<file path="src/sv/i2cmbe_pkg.sv">
// Shared types, codes and reset values for the I2C master bit engine.
`default_nettype none

package i2cmbe_pkg;

    // Command codes carried in the mode field
    typedef enum logic [2:0] {
        MODE_START    = 3'd0,
        MODE_STOP     = 3'd1,
        MODE_WRITE    = 3'd2,
        MODE_READ     = 3'd3,
        MODE_WAIT_ACK = 3'd4
    } t_mode;

    // Configuration register indexes
    localparam int CFG_IDX_W = 2;
    localparam logic [CFG_IDX_W-1:0] CFG_ACK_POLL_LIMIT  = 2'd0;
    localparam logic [CFG_IDX_W-1:0] CFG_EDGE_HOLD_TICKS = 2'd1;
    localparam logic [CFG_IDX_W-1:0] CFG_HALF_BIT_TICKS  = 2'd2;
    localparam int CFG_DATA_W = 8;

    // Register reset values
    localparam logic [7:0] ACK_POLL_LIMIT_RST  = 8'd250;
    localparam logic [3:0] EDGE_HOLD_TICKS_RST = 4'd4;
    localparam logic [3:0] HALF_BIT_TICKS_RST  = 4'd2;

    localparam logic [3:0] BITS_PER_BYTE = 4'd8;

    typedef struct packed {
        logic       cmd_valid;
        logic [2:0] mode;
        logic [7:0] tx_byte;
        logic       send_ack;
        logic       sda_sample;
    } t_cmd;

    typedef struct packed {
        logic       scl_level;
        logic       sda_level;
        logic       sda_drive;
        logic       busy_res;
        logic       done_res;
        logic [7:0] rx_byte;
        logic       ack_error;
    } t_res;

endpackage

`default_nettype wire

</file>
<file path="src/sv/i2cmbe_if.sv">
// Handshake interfaces for the command, result and configuration channels.
`default_nettype none

interface i2cmbe_cmd_if;
    logic                valid;
    logic                ready;
    i2cmbe_pkg::t_cmd    data;
    modport source (output valid, output data, input ready);
    modport sink   (input valid, input data, output ready);
endinterface

interface i2cmbe_res_if;
    logic                valid;
    logic                ready;
    i2cmbe_pkg::t_res    data;
    modport source (output valid, output data, input ready);
    modport sink   (input valid, input data, output ready);
endinterface

interface i2cmbe_cfg_if;
    logic                                 valid;
    logic                                 ready;
    logic [i2cmbe_pkg::CFG_IDX_W-1:0]     index;
    logic [i2cmbe_pkg::CFG_DATA_W-1:0]    data;
    modport source (output valid, output index, output data, input ready);
    modport sink   (input valid, input index, input data, output ready);
endinterface

`default_nettype wire

</file>
<file path="src/sv/i2c_master_bit_engine.sv">
// I2C master bit engine: pin sequencer for start, stop, byte write, byte read and ack wait.
// Each accepted request on i_cmd is one bus tick and yields exactly one result on o_res
// showing the SCL/SDA pin registers and status after that tick. The tick logic is a single
// registered step, so the result of a request is valid on o_res the cycle after it is
// accepted. A request is taken every cycle as long as the result register is empty or
// being drained in the same cycle; o_res stalls hold back i_cmd. A command is
// taken only while the sequencer is idle (busy_res low); commands seen while busy are
// dropped. Start/stop edges last edge_hold_ticks ticks; write data, read low and ack half
// bits last half_bit_ticks ticks (not the read high half bit); a hold of zero acts as one tick.
// Configuration writes on i_cfg are always taken and should be issued only while idle; an
// index past the last register is ignored.
`default_nettype none

module i2c_master_bit_engine (
    input  wire logic        i_clk,
    input  wire logic        i_rst_n,
    i2cmbe_cmd_if.sink       i_cmd,
    i2cmbe_res_if.source     o_res,
    i2cmbe_cfg_if.sink       i_cfg
);

    typedef enum logic [3:0] {
        PH_IDLE, PH_ST1, PH_ST2, PH_SP1, PH_SP2, PH_WR_LO, PH_WR_HI,
        PH_RD_LO, PH_RD_HI, PH_RD_HOLD, PH_AK_LO, PH_AK_HI,
        PH_WA_REL, PH_WA_RISE, PH_WA_POLL
    } t_phase;

    t_phase      r_phase, n_phase;
    logic [3:0]  r_bit_index, n_bit_index;
    logic [7:0]  r_shift, n_shift;
    logic [3:0]  r_tick, n_tick;
    logic [8:0]  r_poll, n_poll;
    logic        r_scl, n_scl;
    logic        r_sda, n_sda;
    logic        r_drv, n_drv;
    logic        r_ack_err, n_ack_err;
    logic        r_pend_ack, n_pend_ack;
    logic [7:0]  r_rx, n_rx;
    logic        r_done, n_done;
    logic        r_res_valid;

    logic [7:0]  r_poll_limit;
    logic [3:0]  r_edge_hold;
    logic [3:0]  r_half_bit;

    logic        w_in_acc;
    logic [3:0]  w_hold;
    logic [8:0]  w_poll_inc;
    logic [3:0]  w_bit_inc;

    assign i_cmd.ready = !r_res_valid || o_res.ready;
    assign w_in_acc    = i_cmd.valid && i_cmd.ready;
    assign i_cfg.ready = 1'b1;

    assign o_res.valid           = r_res_valid;
    assign o_res.data.scl_level  = r_scl;
    assign o_res.data.sda_level  = r_sda;
    assign o_res.data.sda_drive  = r_drv;
    assign o_res.data.busy_res   = (r_phase != PH_IDLE);
    assign o_res.data.done_res   = r_done;
    assign o_res.data.rx_byte    = r_rx;
    assign o_res.data.ack_error  = r_ack_err;

    assign w_poll_inc = r_poll + 9'd1;
    assign w_bit_inc  = r_bit_index + 4'd1;

    // Segment length of the current phase
    always_comb begin
        unique case (r_phase) inside
            PH_ST1, PH_ST2, PH_SP1, PH_SP2: w_hold = r_edge_hold;
            PH_WR_LO, PH_WR_HI, PH_RD_LO, PH_AK_LO, PH_AK_HI: w_hold = r_half_bit;
            default: w_hold = 4'd1;
        endcase
    end

    always_comb begin
        n_phase     = r_phase;
        n_bit_index = r_bit_index;
        n_shift     = r_shift;
        n_tick      = r_tick;
        n_poll      = r_poll;
        n_scl       = r_scl;
        n_sda       = r_sda;
        n_drv       = r_drv;
        n_ack_err   = r_ack_err;
        n_pend_ack  = r_pend_ack;
        n_rx        = r_rx;
        n_done      = 1'b0;

        if (r_phase == PH_IDLE) begin
            if (i_cmd.data.cmd_valid) begin
                unique case (i_cmd.data.mode)
                    i2cmbe_pkg::MODE_START: begin
                        n_phase = PH_ST1; n_scl = 1'b1; n_sda = 1'b1; n_drv = 1'b1;
                        n_tick = 4'd1;
                    end
                    i2cmbe_pkg::MODE_STOP: begin
                        n_phase = PH_SP1; n_scl = 1'b0; n_sda = 1'b0; n_drv = 1'b1;
                        n_tick = 4'd1;
                    end
                    i2cmbe_pkg::MODE_WRITE: begin
                        n_bit_index = 4'd0;
                        n_shift = {i_cmd.data.tx_byte[6:0], 1'b0};
                        n_phase = PH_WR_LO; n_scl = 1'b0; n_sda = i_cmd.data.tx_byte[7];
                        n_drv = 1'b1; n_tick = 4'd1;
                    end
                    i2cmbe_pkg::MODE_READ: begin
                        n_shift = 8'd0; n_bit_index = 4'd0;
                        n_pend_ack = i_cmd.data.send_ack;
                        n_phase = PH_RD_LO; n_scl = 1'b0; n_drv = 1'b0; n_tick = 4'd1;
                    end
                    i2cmbe_pkg::MODE_WAIT_ACK: begin
                        n_phase = PH_WA_REL; n_sda = 1'b1; n_drv = 1'b0; n_tick = 4'd1;
                    end
                    default: ;
                endcase
            end
        end else if (r_phase == PH_WA_POLL) begin
            if (!i_cmd.data.sda_sample) begin
                n_scl = 1'b0; n_ack_err = 1'b0; n_phase = PH_IDLE; n_done = 1'b1;
            end else begin
                n_poll = w_poll_inc;
                // timed out: flag and release the bus with a stop
                if (w_poll_inc > {1'b0, r_poll_limit}) begin
                    n_ack_err = 1'b1;
                    n_phase = PH_SP1; n_scl = 1'b0; n_sda = 1'b0; n_drv = 1'b1;
                    n_tick = 4'd1;
                end
            end
        end else if (r_tick < w_hold) begin
            n_tick = r_tick + 4'd1;
        end else begin
            n_tick = 4'd1;
            unique case (r_phase)
                PH_ST1: begin
                    n_phase = PH_ST2; n_scl = 1'b1; n_sda = 1'b0; n_drv = 1'b1;
                end
                PH_ST2: begin
                    n_tick = r_tick; n_scl = 1'b0; n_phase = PH_IDLE; n_done = 1'b1;
                end
                PH_SP1: begin
                    n_phase = PH_SP2; n_scl = 1'b1; n_sda = 1'b0; n_drv = 1'b1;
                end
                PH_SP2: begin
                    n_tick = r_tick; n_sda = 1'b1; n_phase = PH_IDLE; n_done = 1'b1;
                end
                PH_WR_LO: begin
                    n_phase = PH_WR_HI; n_scl = 1'b1; n_drv = 1'b1;
                end
                PH_WR_HI: begin
                    n_bit_index = w_bit_inc;
                    if (w_bit_inc < i2cmbe_pkg::BITS_PER_BYTE) begin
                        n_shift = {r_shift[6:0], 1'b0};
                        n_phase = PH_WR_LO; n_scl = 1'b0; n_sda = r_shift[7]; n_drv = 1'b1;
                    end else begin
                        n_tick = r_tick; n_scl = 1'b0; n_phase = PH_IDLE; n_done = 1'b1;
                    end
                end
                PH_RD_LO: begin
                    n_phase = PH_RD_HI; n_scl = 1'b1; n_drv = 1'b0;
                end
                PH_RD_HI: begin
                    n_shift = {r_shift[6:0], i_cmd.data.sda_sample};
                    n_phase = PH_RD_HOLD; n_scl = 1'b1; n_drv = 1'b0;
                end
                PH_RD_HOLD: begin
                    n_bit_index = w_bit_inc;
                    if (w_bit_inc < i2cmbe_pkg::BITS_PER_BYTE) begin
                        n_phase = PH_RD_LO; n_scl = 1'b0; n_drv = 1'b0;
                    end else begin
                        n_rx = r_shift;
                        n_phase = PH_AK_LO; n_scl = 1'b0; n_sda = !r_pend_ack; n_drv = 1'b1;
                    end
                end
                PH_AK_LO: begin
                    n_phase = PH_AK_HI; n_scl = 1'b1; n_drv = 1'b1;
                end
                PH_AK_HI: begin
                    n_tick = r_tick; n_scl = 1'b0; n_phase = PH_IDLE; n_done = 1'b1;
                end
                PH_WA_REL: begin
                    n_phase = PH_WA_RISE; n_scl = 1'b1; n_sda = 1'b1; n_drv = 1'b0;
                end
                PH_WA_RISE: begin
                    n_poll = 9'd0;
                    n_phase = PH_WA_POLL; n_scl = 1'b1; n_sda = 1'b1; n_drv = 1'b0;
                end
                default: begin
                    n_tick = r_tick; n_phase = PH_IDLE;
                end
            endcase
        end
    end

    always_ff @(posedge i_clk) begin
        if (!i_rst_n) begin
            r_phase      <= PH_IDLE;
            r_bit_index  <= 4'd0;
            r_shift      <= 8'd0;
            r_tick       <= 4'd0;
            r_poll       <= 9'd0;
            r_scl        <= 1'b1;
            r_sda        <= 1'b1;
            r_drv        <= 1'b1;
            r_ack_err    <= 1'b0;
            r_pend_ack   <= 1'b0;
            r_rx         <= 8'd0;
            r_done       <= 1'b0;
            r_res_valid  <= 1'b0;
            r_poll_limit <= i2cmbe_pkg::ACK_POLL_LIMIT_RST;
            r_edge_hold  <= i2cmbe_pkg::EDGE_HOLD_TICKS_RST;
            r_half_bit   <= i2cmbe_pkg::HALF_BIT_TICKS_RST;
        end else begin
            if (w_in_acc) begin
                r_phase     <= n_phase;
                r_bit_index <= n_bit_index;
                r_shift     <= n_shift;
                r_tick      <= n_tick;
                r_poll      <= n_poll;
                r_scl       <= n_scl;
                r_sda       <= n_sda;
                r_drv       <= n_drv;
                r_ack_err   <= n_ack_err;
                r_pend_ack  <= n_pend_ack;
                r_rx        <= n_rx;
                r_done      <= n_done;
                r_res_valid <= 1'b1;
            end else if (o_res.ready) begin
                r_res_valid <= 1'b0;
            end
            if (i_cfg.valid) begin
                unique case (i_cfg.index)
                    i2cmbe_pkg::CFG_ACK_POLL_LIMIT:  r_poll_limit <= i_cfg.data;
                    i2cmbe_pkg::CFG_EDGE_HOLD_TICKS: r_edge_hold  <= i_cfg.data[3:0];
                    i2cmbe_pkg::CFG_HALF_BIT_TICKS:  r_half_bit   <= i_cfg.data[3:0];
                    default: ;
                endcase
            end
        end
    end

`ifndef NO_ASSERTIONS
    a_done_means_idle: assert property (@(posedge i_clk) disable iff (!i_rst_n)
        r_done |-> r_phase == PH_IDLE)
        else $error("done pulse while sequencer busy");

    a_poll_released: assert property (@(posedge i_clk) disable iff (!i_rst_n)
        r_phase == PH_WA_POLL |-> !r_drv && r_scl)
        else $error("SDA driven or SCL low while polling for ack");

    a_idle_no_cmd: assert property (@(posedge i_clk) disable iff (!i_rst_n)
        w_in_acc && r_phase == PH_IDLE && !i_cmd.data.cmd_valid
        |=> r_phase == PH_IDLE && !r_done && r_res_valid)
        else $error("idle tick without command changed state");

    a_start_edge: assert property (@(posedge i_clk) disable iff (!i_rst_n)
        r_phase == PH_ST2 |-> r_scl && !r_sda && r_drv)
        else $error("start condition pins wrong");
`endif

endmodule

`default_nettype wire
</file>
<file path="src/flat_wrapper.sv">
// flat-port wrapper written by rule: the top's interface ports become plain ports
module i2c_master_bit_engine_flat 
  (i_clk, i_rst_n, i_cmd_valid, i_cmd_data, i_cmd_ready, o_res_valid, o_res_data, o_res_ready, i_cfg_valid, i_cfg_index, i_cfg_data, i_cfg_ready);
  i2cmbe_cmd_if i_cmd_i ();
  i2cmbe_res_if o_res_i ();
  i2cmbe_cfg_if i_cfg_i ();
  input  wire logic i_clk;
  input  wire logic i_rst_n;
  input wire logic [$bits(i_cmd_i.valid)-1:0] i_cmd_valid;
  input wire logic [$bits(i_cmd_i.data)-1:0] i_cmd_data;
  output wire logic [$bits(i_cmd_i.ready)-1:0] i_cmd_ready;
  output wire logic [$bits(o_res_i.valid)-1:0] o_res_valid;
  output wire logic [$bits(o_res_i.data)-1:0] o_res_data;
  input wire logic [$bits(o_res_i.ready)-1:0] o_res_ready;
  input wire logic [$bits(i_cfg_i.valid)-1:0] i_cfg_valid;
  input wire logic [$bits(i_cfg_i.index)-1:0] i_cfg_index;
  input wire logic [$bits(i_cfg_i.data)-1:0] i_cfg_data;
  output wire logic [$bits(i_cfg_i.ready)-1:0] i_cfg_ready;
  assign i_cmd_i.valid = i_cmd_valid;
  assign i_cmd_i.data = i_cmd_data;
  assign i_cmd_ready = i_cmd_i.ready;
  assign o_res_valid = o_res_i.valid;
  assign o_res_data = o_res_i.data;
  assign o_res_i.ready = o_res_ready;
  assign i_cfg_i.valid = i_cfg_valid;
  assign i_cfg_i.index = i_cfg_index;
  assign i_cfg_i.data = i_cfg_data;
  assign i_cfg_ready = i_cfg_i.ready;
  i2c_master_bit_engine u_core (.i_clk(i_clk), .i_rst_n(i_rst_n), .i_cmd(i_cmd_i), .o_res(o_res_i), .i_cfg(i_cfg_i));
endmodule
</file>
<file path="config.mk">
export PLATFORM = sky130hd
export DESIGN_NAME = i2c_master_bit_engine_flat
export DESIGN_NICKNAME = d
export VERILOG_FILES = /design/src/sv/i2cmbe_pkg.sv /design/src/sv/i2cmbe_if.sv /design/src/sv/i2c_master_bit_engine.sv /design/src/flat_wrapper.sv
export SDC_FILE = /design/constraint.sdc
export NUM_CORES = 1
export LEC_CHECK = 0
export ABC_AREA = 0
export BUFFER_PORTS_ARGS = -buffer_cell sky130_fd_sc_hd__buf_2
export CAP_MARGIN = 20
export CORE_UTILIZATION = 50
export DETAILED_ROUTE_END_ITERATION = 8
export PLACE_DENSITY = 0.71
export SLEW_MARGIN = 20
export SYNTH_ARGS = -nofsm -noshare
export SYNTH_HDL_FRONTEND = slang
export SYNTH_SLANG_ARGS = --single-unit
</file>
<file path="constraint.sdc">
create_clock -name i_clk -period 11 [get_ports i_clk]
set_clock_uncertainty 0.05 [all_clocks]
set_input_delay 0.55 -clock i_clk [delete_from_list [all_inputs] [get_ports i_clk]]
set_output_delay 0.55 -clock i_clk [all_outputs]
set_load 0.01 [all_outputs]
</file>
[After elaboration in Yosys (flattened, before gate mapping)]
Index checks and enable logic that the tools add are counted.
Storage, ports and cells
  register bits: 60
  bits of input ports: 29
Operators by class
  reductions and logical operators: 47
  bitwise logic cells: 4
  eq/ne operators: 41
  add/sub/neg operators: 3
  $lt $le $gt $ge: 3
  mux-type cells: 72
Operators with widths (number)
  two-way mux 4 bit: 21
  two-way mux 8 bit: 5
  case mux 4 bit (10 select lines): 1
  two-way mux 9 bit: 4
  case mux 8 bit (2 select lines): 2
  equality test 4 bit, second input constant: 7
  two-way mux 1 bit: 28
  case mux 4 bit (5 select lines): 1
  AND reduction 6 bit: 3
  equality test 4 x 3 -> 1 bit, second input constant: 4
  case mux 4 bit (2 select lines): 2
  OR reduction 4 bit: 4
  AND reduction 7 bit: 2
  inequality test 3 bit, second input constant: 4
  nonzero test 6 bit: 2
  OR reduction 3 bit: 4
  AND reduction 5 bit: 2
  OR reduction 2 bit: 5
  OR reduction 5 bit: 2
  adder 9 x 1 -> 9 bit, second input constant: 1
  > comparator 9 x 8 -> 1 bit: 1
  AND reduction 9 bit: 1
  OR reduction 9 bit: 1
  adder 4 x 1 -> 4 bit, second input constant: 2
  37 further kinds: 61

[Depth between registers and ports, before layout]
Gate-level depths: netlist (run 1).
  depth in word-level cells: 7
  gate-level depth with buffers: 14

[Least setup slack after synthesis (run 1)]
Ideal clock, no wire load.
  path kind: reg-to-reg
  start: reg u_core.r_phase[2]
  end: reg u_core.r_tick[3]
  setup slack: 7.122 ns
  cell stages (with the launch flop): 15
  data arrival time: 3.754 ns
  clock period less this slack: 3.878 ns
  cell sequence: dfxtp_1 -> clkbuf_1 -> clkbuf_1 -> mux2i_1 -> o21ai_0 -> a22oi_1 -> ha_1 -> a2111o_1 -> a41o_1 -> and2_4 -> or2_0 -> buf_2 -> or3_4 -> or4_1 -> o21ai_0
On the way
  word-level cells in the longest chain between the ends: 7
RTL lines
  start, declared: RTL line i2c_master_bit_engine.sv:28  | t_phase r_phase, n_phase;
  start signal, assigned: RTL line i2c_master_bit_engine.sv:215  | r_phase <= n_phase;
  parallel branches: the longest is 7 deep, another holds < comparator 4 bit
  end signal, assigned: RTL line i2c_master_bit_engine.sv:218  | r_tick <= n_tick;
  end, declared: RTL line i2c_master_bit_engine.sv:31  | logic [3:0] r_tick, n_tick;
Parallel ways; which one is timed is not known.
A chain may end at the register's enable or synchronous reset.

[Final worst setup path (run 1)]
  start: reg u_core.r_phase[1]
  end: reg u_core.r_tick[3]
The elaborated chain is that of the path after synthesis.

==> reports/metrics.cfg, run 1 <==
[floorplan]
start_util_pct=52.2
die_h_um=86.4
ioPinCount=46
die_area_sq_um=7470
chipWidth_um=86.4
std_cell_rows=30
coreArea_sq_um=6830

[critical_path]
worstPathRequired_ns=11.23
r2r_cells=11
critPathLaunch=u_core.r_phase[1]
path_max_fanout=20
crit_path_end=u_core.r_tick[3]
regToRegStartpoint=u_core.r_phase[1]
r2r-end=u_core.r_tick[3]
r2r_setup_slack_ns=6.73
startpoint_type=flip-flop
path_class=flip-flop to flip-flop
path_cells=inv_1 -> nor3_1 -> a22oi_1 -> ha_1 -> a2111o_1 -> a41o_1 -> and2_4 -> or2_0 -> or3_4 -> or4_1 -> o21ai_0
crit_family=simple AND/OR/NAND/NOR gates
path_depth=11
crit_buf_inv=1
slowest_stage=dfxtp_1
cp.arrival_ns=4.50
crit_path_end_kind=flip-flop
max_stage_delay_ns=0.75

[routing]
drtIter0Drc=390
viasPerCell=5.98
postRouteAntennaNets=0
drtPass1Iterations=6
wl_met3_um=654
routedWlPerCell_um=15.4
post-route-drc-count=0
num_vias=3456
wl_met1_mm=4.19
totalWireLength_mm=8.93
wl_met2_mm=3.94
routed.top_layer=met4

[synthesis]
synth-adder-area-share_pct=4.91
synth_area_leader_cell=dfxtp_1
synth_xor_area_share_pct=2.46
synth_cell_types=59
synth_warnings=0
synth_area_per_cell_sq_um=7.92
synth.area.mux_share_pct=5.90
synth_common_cells=dfxtp_1 (60), nor2_1 (46), nand2_1 (44), o21ai_0 (32), a21oi_1 (25)
synthCells=450
yosysMostFrequentCell=dfxtp_1
ys_ff_latch=60
synth_edf_count=0
seq_area_frac_synth_pct=33.7
synth_top_family_by_area=compound AO/OA/AOI/OAI gates
synth-simple-area-share_pct=23.3
yosysTopAreaCellShare_pct=33.7
synth_nets=493
ys.flop_type=dfxtp_1
synth_area_leaders=dfxtp_1 (34%), mux2i_1 (5.9%), ha_1 (4.9%)
synth-compound-area-share_pct=23.6
synth.cell_area_sq_um=3560
async_flop_share_pct=0

[pwr]
intPower_mw=0.383
share_seq_of_total_power_pct=40.8
pwr-share-comb_pct=22.4
pwr-share-clk_pct=36.8
p_per_area_nw_per_um2=146
peakVddDrop_mv=0.0886
power.share.switching_pct=34.1
p_switching_mw=0.198
p_leak_nw=1.75

[cts]
cts.sinks=60
cts_buffer_depth=2
cts_tree=yes
htree_levels=3
cts_root_buf=clkbuf_8
clk_pin_slew_ns=0.08
post_cts_resized=0
cts_inserted_buffers=9
post_cts_buffers=0
cts-hold-fix-buffers=0
clk_latency_ns=0.36

[timing]
period_share_pct=38.9
rsz0062_at_grt=false
fmax_mhz=234
final-hold-violation-count=0
relSlewSlack_pct=38.6
min_period_ns=4.27
setup-tns-final_ns=0
worst_pin_slew_ns=0.912
setup_violations=0
slew_violations=0

[global_route]
grt_usage_pct=25.6
grt_pass1_wl_mm=14.9
grt.overflow.total=0
grt_max_degree=40
grt_pass1_vias=3100
antenna_found_initial=0

[worst_hold_path]
min_path_type=input pin to flip-flop
holdPathStages=3

[layout]
area_growth_pct=12.0
drive_gt1_share_pct=15.1
fillers=661
nNetsFinal=520
instances_no_fill=578
diodes=0

[placed_design]
gp_congestion=0.913
dp_cells=562
port_buffers=44
hpwl_mm=6.12

[run_status]
status=finished, final reports clean

[job]
drv_cap=0

[cells in the final DEF (no fill, tap or decap), types with 5 or more instances in the layout]
cell and instances:
nand4_1 6, dfxtp_1 60, nor2b_1 6, buf_2 44
nor3_1 10, clkbuf_8 9, nand2_1 44, xor2_1 5
nor2_1 46, a211oi_1 11, mux2i_1 21, a21oi_1 25
a22oi_1 13, o211ai_1 15, ha_1 14, nand3_1 23
inv_1 18, xnor2_1 5, and3_1 6, o21ai_0 32
[cell families (layout without fill, tap and decap cells)]
logic type / count (synthesis) / in the layout
muxes: 21 / 21
buffers and inverters: 50 / 82
xor gates and xnor gates: 10 / 10
AOI/OAI and AO/OA: 125 / 125
adders and majority gates: 14 / 14
and+or+nand+nor: 169 / 169
other: 1 / 1
DFF: 60 / 60
[tightest hold or removal path, stage by stage]
cell      delay [ns]
buf_2           0.07
nand2_1         0.04
o211ai_1        0.07
[power groups by stage]
stage          Combinational (mW)  Clock (mW)  Sequential [mW]
3_3_place_gp                0.126           0            0.242
5_1_grt                     0.145       0.226            0.239
3_5_place_dp                0.127           0            0.242
2_1_floorplan              0.0993           0            0.239
4_1_cts                     0.128       0.217            0.237
6_report                    0.131       0.214            0.237
[flip-flops by register name, summed over array words and instances, names as in the netlist, 4 cells and up]
signal / flops
u_core.r_tick: 4
u_core.r_poll_limit: 8
u_core.r_edge_hold: 4
u_core.r_bit_index: 4
u_core.r_shift: 8
u_core.r_half_bit: 4
u_core.r_rx: 8
u_core.r_poll: 9
u_core.r_phase: 4
[layout make-up]
class | count | area [sq um] | share of cell area, %
Clock inverter | 7 | 82.6 | 2.07
Tap cell | 96 | 120 | 3.01
Multi-Input combinational cell | 340 | 2150 | 53.8
Sequential cell | 60 | 1200 | 30.1
Timing Repair Buffer | 48 | 250 | 6.27
Clock buffer | 9 | 124 | 3.10
Inverter | 18 | 67.6 | 1.69
[how the worst min path moves through the flow]
| stage | from | slack (ns) | end |
|---|---|---|---|
| floorplan | u_core.r_poll_limit[2] | 0.39 | u_core.r_poll_limit[2] |
| global placement | u_core.r_scl | 0.40 | u_core.r_scl |
| detailed placement | u_core.r_scl | 0.40 | u_core.r_scl |
| CTS | i_cfg_data[4] | 0.35 | u_core.r_poll_limit[4] |
| global route | i_cfg_data[6] | 0.36 | u_core.r_poll_limit[6] |
| finish | i_cfg_data[4] | 0.36 | u_core.r_poll_limit[4] |
[layer usage]
metal  up-vias  GRT usage, %
met2       132          39.2
li1       1689             -
met5         -             0
met3        18          7.81
met4         0          6.97
met1      1617          34.9
[stage by stage]
step | area, sq um | utilization [%] | worst slack (ns) | total power [mW] | hold WS, ns
after floorplan | 3560 | - | 7.12 | 0.338 | 0.386
after global placement | 3790 | 55.4 | 6.95 | 0.368 | 0.395
after detailed placement | 3790 | 55.4 | 6.83 | 0.369 | 0.400
after CTS | 3990 | 58.5 | 6.80 | 0.582 | 0.352
after global routing | 3990 | 58.5 | 6.60 | 0.609 | 0.355
final | 3990 | 58.5 | 6.73 | 0.582 | 0.362
Power figures use the tool's default switching activity.
==> run 2, diff against run 1 <==
ABC_AREA = 1   (was 0)
PLACE_DENSITY = 0.73   (was 0.71)
clock period = 3.5 ns   (was 11 ns; I/O delays follow)
==> run 2 against run 1 <==
Against the previous run:
- cell area is 6.5% higher
- combinational power rose to 14 times the previous value
- critical path depth increased by 5
- count of clock-buffer cells in the layout rose by 1
- register-to-register slack got worse by 6.0 ns
- synthesized area up 4.3%
- sequential cell count is the same
- wire length grew 5.6%
- core utilization up 0.52 points
- setup slack lost 6.0 ns
- sequential share of layout area shrank 1.8 points
==> reports/metrics.cfg, run 2 <==
[run_status]
status=finished, final reports clean  ; unchanged

[placed_design]
hpwl_mm=7.03  ; was 6.12 mm
gp_congestion=0.979  ; was 0.913
port_buffers=44  ; unchanged

[critical_path]
path_class=flip-flop to flip-flop  ; unchanged
regToRegStartpoint=u_core.r_poll[0]  ; was u_core.r_phase[1]
worstPathRequired_ns=3.67  ; was 11.23 ns
path_max_fanout=6  ; was 20
max_stage_delay_ns=0.36  ; was 0.75 ns
r2r_setup_slack_ns=0.69  ; was 6.73 ns
crit_path_end_kind=flip-flop  ; unchanged
r2r-end=u_core.r_drv  ; was u_core.r_tick[3]
startpoint_type=flip-flop  ; unchanged
crit_path_frequent_cell=nand3_1
path_cells=inv_1 -> nor3_1 -> nand3_1 -> nor3_1 -> xor2_1 -> ha_1 -> nand2_1 -> nor2_1 -> nand3_1 -> nand2_1 -> nand3_1 -> nand3_1 -> nor2_4 -> nand2_1 -> nand2_1 -> nand3_1  ; was inv_1 -> nor3_1 -> a22oi_1 -> ha_1 -> a2111o_1 -> a41o_1 -> and2_4 -> or2_0 -> or3_4 -> or4_1 -> o21ai_0
crit_family=simple AND/OR/NAND/NOR gates  ; unchanged
slowest_stage=dfxtp_1  ; unchanged
crit_buf_inv=1  ; unchanged
cp.arrival_ns=2.98  ; was 4.50 ns
r2r_cells=16  ; was 11

[synthesis]
synth_common_cells=nand2_1 (122), nor2_1 (78), inv_1 (66), dfxtp_1 (60), nand3_1 (42)  ; was dfxtp_1 (60), nor2_1 (46), nand2_1 (44), o21ai_0 (32), a21oi_1 (25)
synth_area_leader_cell=dfxtp_1  ; unchanged
synth_cell_types=45  ; was 59
synthCells=558  ; was 450
synth_edf_count=0  ; unchanged
synth_area_per_cell_sq_um=6.66  ; was 7.92 sq um
synth.cell_area_sq_um=3720  ; was 3560 sq um
ys_ff_latch=60  ; unchanged
yosysTopAreaCellShare_pct=32.3  ; was 33.7%
synth_warnings=0  ; unchanged
synth_nets=601  ; was 493
yosysMostFrequentCell=nand2_1  ; was dfxtp_1
synth_area_leaders=dfxtp_1 (32%), nand2_1 (12%), nor2_1 (7.9%)  ; was dfxtp_1 (34%), mux2i_1 (5.9%), ha_1 (4.9%)
async_flop_share_pct=0  ; unchanged
seq_area_frac_synth_pct=32.3  ; was 33.7%
ys.flop_type=dfxtp_1  ; unchanged

[global_route]
grt.overflow.total=0  ; unchanged
grt_usage_pct=25.7  ; was 25.6%
grt_pass1_wl_mm=15.2  ; was 14.9 mm
antenna_found_initial=0  ; unchanged
grt_max_degree=34  ; was 40
grt_pass1_vias=3323  ; was 3100

[layout]
final_cell_mix=nand2_1 (122), nor2_1 (78), inv_1 (66)  ; was dfxtp_1 (60), nor2_1 (46), nand2_1 (44), buf_2 (44), o21ai_0 (32)
multi_input_area_sq_um=2140  ; was 2150 sq um
drive_gt1_share_pct=16.7  ; was 15.1%
post-route-util_pct=59.0  ; was 58.5%
largest-register=u_core.r_poll  ; unchanged
diodes=0  ; unchanged
fillers=724  ; was 661
area_growth_pct=14.4  ; was 12.0%
final_common_cell=nand2_1  ; was dfxtp_1
nNetsFinal=644  ; was 520
seqCellArea_sq_um=1200  ; unchanged
largest_reg_flops=9  ; unchanged

[cts]
cts_root_buf=clkbuf_8  ; unchanged
clk_latency_ns=0.34  ; was 0.36 ns
cts_inserted_buffers=9  ; unchanged
htree_levels=3  ; unchanged
clk_pin_slew_ns=0.07  ; was 0.08 ns
cts_tree=yes  ; unchanged
cts.sinks=60  ; unchanged
cts_buffer_depth=2  ; unchanged

[floorplan]
start_util_pct=51.5  ; was 52.2%
coreArea_sq_um=7210  ; was 6830 sq um
std_cell_rows=31  ; was 30
ioPinCount=46  ; unchanged
chipWidth_um=88.2  ; was 86.4 um
die_area_sq_um=7790  ; was 7470 sq um
die_h_um=88.2  ; was 86.4 um

[routing]
post-route-drc-count=0  ; unchanged
num_vias=3692  ; was 3456
viasPerCell=5.24  ; was 5.98
routedWlPerCell_um=13.4  ; was 15.4 um
drtPass1Iterations=5  ; was 6
drtIter0Drc=303  ; was 390
postRouteAntennaNets=0  ; unchanged
totalWireLength_mm=9.42  ; was 8.93 mm

[timing]
period_share_pct=80.4  ; was 38.9%
fmax_mhz=356  ; was 234 MHz
final-hold-violation-count=0  ; unchanged
rsz0062_at_grt=false  ; unchanged
setup-tns-final_ns=0  ; unchanged
setup_violations=0  ; unchanged
holdWs_ns=0.0112  ; was 0.362 ns
min_period_ns=2.81  ; was 4.27 ns
relSlewSlack_pct=57.1  ; was 38.6%
worst_pin_slew_ns=0.642  ; was 0.912 ns
slew_violations=0  ; unchanged

[worst_hold_path]
min_path_type=input pin to flip-flop  ; unchanged
holdPathStages=3  ; unchanged
whs_endpoint=u_core.r_poll_limit[5]  ; was u_core.r_poll_limit[4]
hp-start=i_cfg_data[5]  ; was i_cfg_data[4]

[job]
drv_cap=0  ; unchanged

[pwr]
p_per_area_nw_per_um2=826  ; was 146 nW/um^2
peakVddDrop_mv=0.414  ; was 0.0886 mV
p_leak_nw=2.00  ; was 1.75 nW

[run 2: repair_timing]
item	4_1_cts	5_1_grt
buffers inserted	0	0
hold buffers	3	0
hold endpoints to repair	3	0
gates resized for setup	0	0
[run 2: per-layer routing]
metal | global-route usage, % | part of all wire [%]
met1 | 34.3 | 48
met2 | 39.8 | 45
met3 | 4.76 | 4.7
met4 | 13.0 | 2.3
met5 | 0 | 0
[run 2: layout make-up]
class                   instances  share of cell area (%)
inverters                      75                    6.62
multi-input cells             405                    50.2
clock inverters                 6                    2.65
well taps                      99                    2.91
flip-flops and latches         60                    28.2
repair buffers                 50                    6.41
clock buffers                  10                    3.00
[run 2: worst min-delay path, cell delays in order]
cell and delay, ns:
buf_2 0.08, nand2_1 0.04, o211ai_1 0.07
[run 2: how the worst max path moves through the flow]
| stage | start | endpoint | slack [ns] | cells past startpoint |
|---|---|---|---|---|
| after floorplan | u_core.r_poll[0] | u_core.r_drv | 1.11 | 21 |
| after global placement | u_core.r_poll[0] | u_core.r_phase[1] | 0.68 | 14 |
| after detailed placement | u_core.r_poll[0] | u_core.r_drv | 0.68 | 16 |
| after CTS | u_core.r_poll[0] | u_core.r_drv | 0.68 | 16 |
| after global routing | u_core.r_poll[0] | u_core.r_phase[2] | 0.41 | 20 |
| final | u_core.r_poll[0] | u_core.r_drv | 0.69 | 16 |
[run 2: per-stage QoR]
step | total power [mW] | cell area, sq um | cells | setup slack (ns)
after floorplan | 2.39 | 3720 | 558 | 1.11
after global placement | 2.71 | 3990 | 686 | 0.683
after detailed placement | 2.72 | 3990 | 686 | 0.680
after CTS | 3.50 | 4260 | 705 | 0.676
after global routing | 3.77 | 4260 | 705 | 0.409
final | 3.51 | 4260 | 705 | 0.687
[run 2: report_power, final]
group / internal [mW] / switching, mW
clock network: 0.474 / 0.292
logic: 0.563 / 1.31
registers: 0.776 / 0.0949
[run 2: cell families (layout without fill, tap and decap cells)]
| group | count (synthesis) | after routing | share of synthesized area [%] |
|---|---|---|---|
| AOI/OAI and AO/OA | 82 | 82 | 13.7 |
| xor gates and xnor gates | 9 | 9 | 2.12 |
| adders and majority gates | 14 | 14 | 4.71 |
| buffers and inverters | 93 | 141 | 10.3 |
| DFF | 60 | 60 | 32.3 |
| other | 1 | 1 | 0.101 |
| and+or+nand+nor | 299 | 299 | 36.8 |
